===== src/design/ekf_pkg.sv =====
// Shared types and constants for the elevation cell Kalman fuse unit.
// Depends on nothing; every other design file but ekf_ram imports it.
`timescale 1ns / 1ps
package ekf_pkg;

    localparam int GRID_ROWS = 256;
    localparam int GRID_COLS = 256;
    localparam int CELLS     = GRID_ROWS * GRID_COLS;
    localparam int ADDR_W    = $clog2(CELLS);
    localparam int PADDR_W   = 5;

    localparam logic [2:0] ACT_INIT    = 3'd0;
    localparam logic [2:0] ACT_IGNORE  = 3'd1;
    localparam logic [2:0] ACT_REPLACE = 3'd2;
    localparam logic [2:0] ACT_NOISE   = 3'd3;
    localparam logic [2:0] ACT_FUSE    = 3'd4;

    localparam int FLAG_VALID = 0;
    localparam int FLAG_TIME  = 1;
    localparam int FLAG_LOW   = 2;

    localparam logic [2:0] REG_MIN_VAR = 3'd0;
    localparam logic [2:0] REG_MAX_VAR = 3'd1;
    localparam logic [2:0] REG_GATE    = 3'd2;
    localparam logic [2:0] REG_NOISE   = 3'd3;
    localparam logic [2:0] REG_WINDOW  = 3'd4;

    localparam logic [31:0] RST_MIN_VAR = 32'd9895605;
    localparam logic [31:0] RST_MAX_VAR = 32'd989560465;
    localparam logic [15:0] RST_GATE    = 16'd6144;
    localparam logic [31:0] RST_NOISE   = 32'd9895605;
    localparam logic [31:0] RST_WINDOW  = 32'd1000;

    typedef struct packed {
        logic [7:0]         cell_row;
        logic [7:0]         cell_col;
        logic signed [31:0] height;
        logic [31:0]        meas_variance;
        logic [23:0]        rgb;
        logic [31:0]        scan_time_ms;
        logic [31:0]        wall_seconds;
        logic signed [31:0] sensor_x;
        logic signed [31:0] sensor_y;
        logic signed [31:0] sensor_z;
    } in_t;

    typedef struct packed {
        logic [7:0]         out_row;
        logic [7:0]         out_col;
        logic [2:0]         action;
        logic signed [31:0] new_height;
        logic [31:0]        new_variance;
        logic               lowest_changed;
    } out_t;

    typedef struct packed {
        logic [31:0] min_variance;
        logic [31:0] max_variance;
        logic [15:0] gate_threshold;
        logic [31:0] multi_height_noise;
        logic [31:0] scan_window_ms;
    } cfg_t;

    typedef struct packed {
        logic [2:0]         flags;
        logic signed [31:0] height;
        logic [31:0]        variance;
        logic [31:0]        scan_time;
        logic [31:0]        wall_time;
        logic [23:0]        rgb;
        logic signed [31:0] lowest;
        logic signed [31:0] pos_x;
        logic signed [31:0] pos_y;
        logic signed [31:0] pos_z;
    } cell_t;

    typedef enum logic [1:0] {
        MUL_SQ,
        MUL_RHS,
        MUL_STEP,
        MUL_VAR
    } mul_sel_t;

    typedef struct packed {
        logic     load;
        logic     cap;
        logic     clr;
        logic     mul_en;
        mul_sel_t mul_sel;
        logic     decide;
        logic     div_start;
        logic     sqrt_start;
        logic     wr;
    } cmd_t;

    typedef struct packed {
        logic drop;
        logic fuse;
        logic div_done;
        logic clr_last;
        logic out_free;
    } status_t;

endpackage


===== src/design/ekf_ctrl.sv =====
// Sequencing state machine for the fuse unit.
// Depends on ekf_pkg for command and status types.
`timescale 1ns / 1ps
module ekf_ctrl (
    input  logic             clk,
    input  logic             rst_n,
    input  logic             in_valid,
    output logic             in_stall,
    input  ekf_pkg::status_t st,
    output ekf_pkg::cmd_t    cmd
);
    import ekf_pkg::*;

    typedef enum logic [3:0] {
        S_CLEAR,
        S_IDLE,
        S_READ,
        S_WAIT,
        S_MUL_SQ,
        S_MUL_RHS,
        S_DECIDE,
        S_MUL_STEP,
        S_DIV1,
        S_DIV1_WAIT,
        S_MUL_VAR,
        S_DIV2,
        S_DIV2_WAIT,
        S_WRITE
    } state_t;

    state_t state_reg, state_next;

    always_ff @(posedge clk or negedge rst_n)
    begin
        if (!rst_n)
        begin
            state_reg <= S_CLEAR;
        end
        else
        begin
            state_reg <= state_next;
        end
    end

    assign in_stall = (state_reg != S_IDLE);

    always_comb
    begin
        state_next = state_reg;
        cmd        = '0;
        cmd.mul_sel = MUL_SQ;
        case (state_reg)
            S_CLEAR:
            begin
                cmd.clr = 1'b1;
                if (st.clr_last)
                begin
                    state_next = S_IDLE;
                end
            end
            S_IDLE:
            begin
                if (in_valid)
                begin
                    cmd.load   = 1'b1;
                    state_next = S_READ;
                end
            end
            S_READ:
            begin
                state_next = st.drop ? S_IDLE : S_WAIT;
            end
            S_WAIT:
            begin
                cmd.cap    = 1'b1;
                state_next = S_MUL_SQ;
            end
            S_MUL_SQ:
            begin
                cmd.mul_en  = 1'b1;
                cmd.mul_sel = MUL_SQ;
                state_next  = S_MUL_RHS;
            end
            S_MUL_RHS:
            begin
                cmd.mul_en  = 1'b1;
                cmd.mul_sel = MUL_RHS;
                state_next  = S_DECIDE;
            end
            S_DECIDE:
            begin
                cmd.decide = 1'b1;
                state_next = st.fuse ? S_MUL_STEP : S_WRITE;
            end
            S_MUL_STEP:
            begin
                cmd.mul_en     = 1'b1;
                cmd.mul_sel    = MUL_STEP;
                cmd.sqrt_start = 1'b1;
                state_next     = S_DIV1;
            end
            S_DIV1:
            begin
                cmd.div_start = 1'b1;
                state_next    = S_DIV1_WAIT;
            end
            S_DIV1_WAIT:
            begin
                if (st.div_done)
                begin
                    state_next = S_MUL_VAR;
                end
            end
            S_MUL_VAR:
            begin
                cmd.mul_en  = 1'b1;
                cmd.mul_sel = MUL_VAR;
                state_next  = S_DIV2;
            end
            S_DIV2:
            begin
                cmd.div_start = 1'b1;
                state_next    = S_DIV2_WAIT;
            end
            S_DIV2_WAIT:
            begin
                if (st.div_done)
                begin
                    state_next = S_WRITE;
                end
            end
            S_WRITE:
            begin
                if (st.out_free)
                begin
                    cmd.wr     = 1'b1;
                    state_next = S_IDLE;
                end
            end
            default:
            begin
                state_next = S_IDLE;
            end
        endcase
    end

endmodule


===== config.mk =====
export PLATFORM = sky130hd
export DESIGN_NAME = ekf_ctrl
export DESIGN_NICKNAME = d
export VERILOG_FILES = /design/src/design/ekf_pkg.sv /design/src/design/ekf_ctrl.sv
export SDC_FILE = /design/constraint.sdc
export NUM_CORES = 1
export LEC_CHECK = 0
export BUFFER_PORTS_ARGS = -buffer_cell sky130_fd_sc_hd__buf_2
export CAP_MARGIN = 40
export CELL_PAD_IN_SITES_DETAIL_PLACEMENT = 1
export CELL_PAD_IN_SITES_GLOBAL_PLACEMENT = 2
export CORE_MARGIN = 5
export CORE_UTILIZATION = 25
export CTS_CLUSTER_DIAMETER = 30
export DETAILED_ROUTE_END_ITERATION = 10
export GPL_TIMING_DRIVEN = 0
export MAX_ROUTING_LAYER = met4
export PLACE_DENSITY = 0.79
export SYNTH_ARGS = -nofsm -noshare
export SYNTH_HDL_FRONTEND = slang
export SYNTH_SLANG_ARGS = --single-unit

===== constraint.sdc =====
create_clock -name clk -period 2.4 [get_ports clk]
set_input_delay 0.12 -clock clk [delete_from_list [all_inputs] [get_ports clk]]
set_output_delay 0.12 -clock clk [all_outputs]
set_load 0.01 [all_outputs]

; Word-level counts from Yosys, hierarchy flattened
; Cells that the tools add are included.
[word_totals]
ff_bits = 4
output_inout_bits = 11
word_cells = 41
[op_classes]
n_eq_ne = 19
n_mux = 18
reduce_logical = 3
[op_table]
columns = op, count
row1 = 4-bit case mux with 14 select lines, 1
row2 = "4-bit == test, second input constant", 6
row3 = 4-bit 2-to-1 mux, 6
row4 = "4-bit by 3-bit == test with 1-bit output, second input constant", 4
row5 = 3-bit case mux with 4 select lines, 1
row6 = "2-bit inequality test, second input constant", 5
row7 = 1-bit 2-to-1 mux, 9
row8 = "4-bit by 2-bit == test with 1-bit output, second input constant", 2
row9 = 5-bit AND reduction, 1
row10 = "4-bit by 1-bit == test with 1-bit output, second input constant", 1
row11 = 4-bit zero test, 1
row12 = "4-bit by 1-bit inequality test with 1-bit output, second input constant", 1
row13 = 2-bit 2-to-1 mux, 1
row14 = 2-bit OR reduction, 1

; Logic depth before layout (Yosys ltp)
; Gate-level depths: netlist of the first run.
[depth]
ltp_word = 3
depth_mapped = 4
mapped_depth_nobuf = 3

; Least setup slack after synthesis of the first run
; OpenSTA, ideal clock, no wires.
[synth_timing]
kind = reg-to-output
start = register state_reg[0]
end = output cmd[5] (netlist bit)
arrival_time_ns = 1.119
required_ns = 2.280
slack_ns = 1.161
stages_incl_launch_ff = 5
path_buffers = 1
path_cell_list = dfrtp_1 -> buf_6 -> inv_1 -> mux2_2 -> nor2_1
[synth_lines]
columns = element, line
row1 = start: declaration, ekf_ctrl.sv:31  ; state_t state_reg, state_next;
row2 = start signal: assignment, ekf_ctrl.sv:41  ; state_reg <= state_next;
row3 = end: declaration, ekf_ctrl.sv:10  ; output ekf_pkg::cmd_t cmd

==> flow_summary.ini, run 1 <==
[critical_path]
path_max_fanout = 10
end_kind = primary output
cp.arrival_ns = 1.46
crit_required_ns = 2.28
rrSetupSlack_ns = 1.16
cp-endpoint = cmd[5]
path_class = reg -> out
startpoint_type = flop
rr_worst_depth = 4
r2r_end = state_reg[1]$_DFFE_PN0P_
worstReg2RegStart = state_reg[3]$_DFFE_PN0P_
setup.worst_path.start = state_reg[0]$_DFFE_PN0P_

[final_layout]
areaGrowthSynthToFinish_pct = 33.7
fin_area_um2 = 566
final_common_cell = buf_2
layout-drive-gt1-share = 0.351
antenna_cells = 0
final_cell_mix = buf_2, nor2_1, nand2_1, inv_1, dfrtp_1
largest_register_ffs = 4
nNetsFinal = 87

[yosys]
ys_ff_latch = 4
ys.flop_type = dfrtp_1
syn_avg_cell_area_um2 = 7.69
synth_fp_nets = 63
async_flop_share = 1.00
syn_area_um2 = 423
synthDistinctLibCells = 30
synth-edff-count = 0
ys.warnings.count = 0
synthCells = 55
yosysSeqAreaShare = 0.237

[global_route]
grt_pass1_wl_um = 2170
grt_util_all_layers = 0.111
grt_pass1_vias = 522
grt_max_degree = 11
antenna_found_initial = 0
gr-total-overflow = 0

[clock_tree]
cts_buffers = 3
cts.clk_slew.worst_paths_ns = 0.03
clk_latency_ns = 0.22
max-clock-path-buffers = 2
clockRootBuffer = clkbuf_4
cts_tree = done
postCtsSetupRepairBufs = 0
h-tree-depth = 1
clock-sinks = 4

[drt]
drcViolationCount = 0
viasPerCell = 5.16
wl_um = 1300
wl_per_cell_um = 14.0
final_antenna_net_count = 0
num_vias = 480
firstDrtPassIters = 4
drt_first_iter_violations = 14

[timing]
rsz0062_at_grt = false
setup_tns_ns = 0
relSlewSlack = 0.773
tightest_slew_ns = 0.338
skew_ns = 0.00102
fin_crit_ns = 1.58
fin_crit_sh = 0.660
setup_violations = 0
timing.final.hold_violations = 0
drv_slew = 0
timing.fmax_mhz = 632

[outcome]
status = finished clean

[place]
dpl_cell_area_um2 = 533
dp_hpwl_um = 992
numPortBuffers = 18
gp_congestion = 0.779

[power_and_ir_drop]
power.share.clock = 0.102
power_frac_comb = 0.720
p_sw_frac = 0.486
p_seq_frac = 0.178
p_sw_w = 0.000372
power_density_nw_per_um2 = 1350
p_leak_nw = 0.286
internal-power_w = 0.000393
ir_worst_vdd_v = 0.000356

[hold_path]
hold_path.class = in -> reg

[floorplanning]
die_h_um = 51.1
design.core.area_um2 = 1560
start_util = 0.271
die_x_um = 51.1
dieArea_um2 = 2610
ioPinCount = 19
rows = 14

[job]
maxCapViolations = 0
==> timing repair <==
action,CTS,global route
hold buffers,1,0
hold endpoints to repair,4,0
resized for setup,0,0
==> area by class of cell <==
type	instances	area [µm²]
inverters	4	15.0
clock buffers	3	22.5
fillers	196	993
well taps	16	20.0
plain buffers	4	28.8
repair buffers	19	100
flip-flops and latches	4	100
multi-input cells	43	279
==> worst min path at each step <==
stage / cells past startpoint / startpoint / to
3_3_place_gp: 1 / rst_n / state_reg[1]$_DFFE_PN0P_
2_1_floorplan: 0 / rst_n / state_reg[0]$_DFFE_PN0P_
3_5_place_dp: 1 / rst_n / state_reg[2]$_DFFE_PN0P_
5_1_grt: 3 / st[3] / state_reg[3]$_DFFE_PN0P_
4_1_cts: 2 / rst_n / state_reg[2]$_DFFE_PN0P_
6_report: 3 / st[3] / state_reg[3]$_DFFE_PN0P_
==> cells in the mapped netlist, drive strengths merged (2+ instances only) <==
master,count,area [µm²]
nor3,3,15.0
inv,4,15.0
mux2i,3,30.0
buf,4,28.8
dfrtp,4,100
nor2,7,26.3
o211ai,2,15.0
nand2b,2,12.5
o21ai,3,15.0
nand2,5,18.8
==> power by group through the flow <==
stage	clock [W]	sequential [W]	combinational [W]
2_1_floorplan	0	0.000128	0.000402
3_3_place_gp	0	0.000138	0.000550
3_5_place_dp	0	0.000137	0.000552
4_1_cts	0.0000810	0.000136	0.000556
5_1_grt	0.0000855	0.000141	0.000617
6_report	0.0000779	0.000136	0.000550
==> metal layers <==
| metal | global-route usage | routed length, µm | up-vias |
|---|---|---|---|
| met5 | - | 0 | - |
| met4 | 0.0538 | 0 | 0 |
| met1 | 0.145 | 659 | 229 |
| li1 | - | - | 241 |
| met2 | 0.176 | 607 | 10 |
| met3 | 0.00581 | 36 | 0 |
==> cells by family (layout without fill, tap and decap cells) <==
logic type | after synthesis | after routing | share of synthesized area
and+or+nand+nor | 25 | 25 | 0.314
AOI/OAI and AO/OA | 14 | 14 | 0.249
buffers and inverters | 8 | 30 | 0.104
DFF | 4 | 4 | 0.237
muxes | 4 | 4 | 0.0976
==> metrics by stage <==
stage | total power (W) | worst slack [ns] | util | std cells | hold slack, ns
floorplan | 0.000530 | 1.16 | - | 55 | -0.176
global placement | 0.000688 | 1.04 | 0.342 | 89 | -0.0757
detailed placement | 0.000689 | 1.06 | 0.342 | 89 | -0.0735
CTS | 0.000773 | 0.808 | 0.363 | 93 | 0.220
global route | 0.000843 | 0.719 | 0.363 | 93 | 0.235
finish | 0.000764 | 0.817 | 0.363 | 93 | 0.219
==> worst max-delay path: stages, from the launching register on <==
cell	delay (ns)
dfrtp_1	0.38
buf_6	0.15
inv_1	0.15
mux2_2	0.35
nor2_1	0.08
buf_2	0.13
Power figures use the tool's default switching activity.
==> run 2: changes to the inputs <==
--- a/config.mk
+++ b/config.mk
@@ -10,12 +10,12 @@
 export CELL_PAD_IN_SITES_DETAIL_PLACEMENT = 1
 export CELL_PAD_IN_SITES_GLOBAL_PLACEMENT = 2
 export CORE_MARGIN = 5
-export CORE_UTILIZATION = 25
+export CORE_UTILIZATION = 21
 export CTS_CLUSTER_DIAMETER = 30
 export DETAILED_ROUTE_END_ITERATION = 10
 export GPL_TIMING_DRIVEN = 0
 export MAX_ROUTING_LAYER = met4
-export PLACE_DENSITY = 0.79
+export PLACE_DENSITY = 0.7
 export SYNTH_ARGS = -nofsm -noshare
 export SYNTH_HDL_FRONTEND = slang
 export SYNTH_SLANG_ARGS = --single-unit
==> constraint.sdc (replaced) <==
create_clock -name clk -period 1.3 [get_ports clk]
set_input_delay 0.065 -clock clk [delete_from_list [all_inputs] [get_ports clk]]
set_output_delay 0.065 -clock clk [all_outputs]
set_load 0.01 [all_outputs]
==> run 2 against run 1 <==
The run now ends with negative setup slack left. Combinational power rose to 3.2 times the previous value. Flip-flop and latch count did not move. Hold slack got worse by 0.063 ns. Design area rose by 45%. Critical path depth fell by 1. Power rose to 2.9 times the previous value. Sequential share of layout area fell by 5.2 points. Global-route usage rose by 1.5 points. Clock skew rose by 0.0025 ns. Worst setup slack got worse by 0.91 ns. Critical path type unchanged. Largest power group unchanged. Highest routed layer is now met4.
==> flow_summary.ini, run 2 (synthesized netlist as in run 1, its figures left out) <==
[outcome]
status = complete, but fails checks
violations = negative setup slack

[critical_path]
path_max_fanout = 6
crit_chain = nand2b_4, mux2_4, nor2_4, buf_6
end_kind = primary output
rr_worst_depth = 5
worstReg2RegStart = state_reg[2]$_DFFE_PN0P_
path_class = reg -> out
cp.arrival_ns = 1.33
rrSetupSlack_ns = -0.09
r2r_end = state_reg[1]$_DFFE_PN0P_
slowest_stage = dfrtp_2
max_stage_delay_ns = 0.45
crit_required_ns = 1.24
startpoint_type = flop
setup.worst_path.start = state_reg[2]$_DFFE_PN0P_
cp-endpoint = cmd[5]

[clock_tree]
cts.clk_slew.worst_paths_ns = 0.04
h-tree-depth = 1
clock-sinks = 4
max-clock-path-buffers = 2
clk_latency_ns = 0.24
cts_tree = done
cts_buffers = 3
clockRootBuffer = clkbuf_4

[drt]
final_antenna_net_count = 0
drt_first_iter_violations = 4
wl_per_cell_um = 15.1
wl_um = 1790
firstDrtPassIters = 3
num_vias = 563
drcViolationCount = 0
viasPerCell = 4.73

[global_route]
grt_util_all_layers = 0.126
antenna_found_initial = 0
gr-total-overflow = 0
grt_max_degree = 11
grt_pass1_wl_um = 2620
grt_pass1_vias = 609

[final_layout]
largest_register_ffs = 4
nNetsFinal = 102
utilization = 0.421
layout-drive-gt1-share = 0.663
final_common_cell = buf_2
areaGrowthSynthToFinish_pct = 93.5
instances_no_fill = 119
fin_area_um2 = 818
multiInputGateArea_um2 = 369
regArea_um2 = 103
final_cell_mix = buf_2, buf_4, buf_6
antenna_cells = 0
fillers = 250

[timing]
tightest_slew_ns = 0.258
rsz0062_at_grt = true
setup_violations = 7
timing.fmax_mhz = 719
fin_crit_ns = 1.39
fin_crit_sh = 1.07
skew_ns = 0.00352
timing.final.hold_violations = 0
relSlewSlack = 0.823
setup_slack_ns = -0.0902
drv_slew = 0

[place]
dp_hpwl_um = 1090
gp_congestion = 0.703
dp.cells = 100
dpl_cell_area_um2 = 547
numPortBuffers = 18

[power_and_ir_drop]
p_sw_frac = 0.462
p_seq_frac = 0.123
power_frac_comb = 0.807
power_density_nw_per_um2 = 2700
internal-power_w = 0.00119
p_total_w = 0.00221
p_leak_nw = 0.396
ir_worst_vdd_v = 0.00108
power.share.clock = 0.070
p_sw_w = 0.00102

[floorplanning]
die_x_um = 54.9
dieArea_um2 = 3010
die_h_um = 54.9
start_util = 0.218
design.core.area_um2 = 1940
rows = 16
ioPinCount = 19

[job]
maxCapViolations = 0

[hold_path]
hold_path.class = in -> async
-- run 2: cell types whose count changed in the layout (fill, tap and decap cells not counted), moves of 3 or more --
cell    previous run  this run
nor3_1             3         0
buf_6              1         6
nor2_1             7         3
buf_4              1        12
inv_1              4         1
-- run 2: per-layer routing --
layer  part of all wire  track usage
met5                  0            -
met4              0.013       0.0705
met1               0.39        0.138
met3              0.032       0.0191
met2               0.57        0.217
-- run 2: what timing repair did --
item	4_1_cts	5_1_grt
setup endpoints to repair	9	14
setup buffers	12	3
pin swaps	3	4
resized for setup	22	15
hold buffers	1	0
endpoints found under the hold margin	4	0
-- run 2: critical path: cells and delay by family, from the launching register on --
| kind | cells | cell delay [ns] |
|---|---|---|
| AND/OR/NAND/NOR | 2 | 0.26 |
| flip-flops | 1 | 0.45 |
| multiplexers | 1 | 0.27 |
| buffers and inverters | 1 | 0.11 |
-- run 2: layout make-up --
cell class | instances | area share
Multi-Input combinational cell | 43 | 0.451
Timing Repair Buffer | 34 | 0.281
Sequential cell | 4 | 0.125
Tap cell | 27 | 0.0413
Buffer | 4 | 0.0398
Inverter | 4 | 0.0336
Clock buffer | 3 | 0.0275
-- run 2: worst min-delay path by stage --
stage                      from                        to  slack, ns  depth (start not counted)
after CTS                 st[3]  state_reg[3]$_DFFE_PN0P_       0.15                          3
after detailed placement  rst_n  state_reg[3]$_DFFE_PN0P_      -0.12                          1
final                     rst_n  state_reg[3]$_DFFE_PN0P_       0.16                          2
after global routing      st[3]  state_reg[3]$_DFFE_PN0P_       0.16                          3
after floorplan           rst_n  state_reg[0]$_DFFE_PN0P_      -0.23                          0
after global placement    rst_n  state_reg[2]$_DFFE_PN0P_      -0.13                          1
-- run 2: power by group through the flow --
stage                     Combinational [W]  Sequential, W  Clock, W
after floorplan                    0.000742       0.000236         0
after global placement              0.00103       0.000257         0
after detailed placement            0.00103       0.000255         0
after CTS                           0.00153       0.000263  0.000160
after global routing                0.00190       0.000278  0.000166
final                               0.00178       0.000271  0.000154
-- run 2: per-stage QoR --
step	setup TNS, ns	worst slack [ns]	hold slack [ns]
floorplan	0	0.116	-0.231
detailed placement	-0.0207	-0.0207	-0.123
CTS	-0.337	-0.101	0.150
global route	-0.895	-0.144	0.157
global placement	-0.0159	-0.0159	-0.131
finish	-0.408	-0.0902	0.157
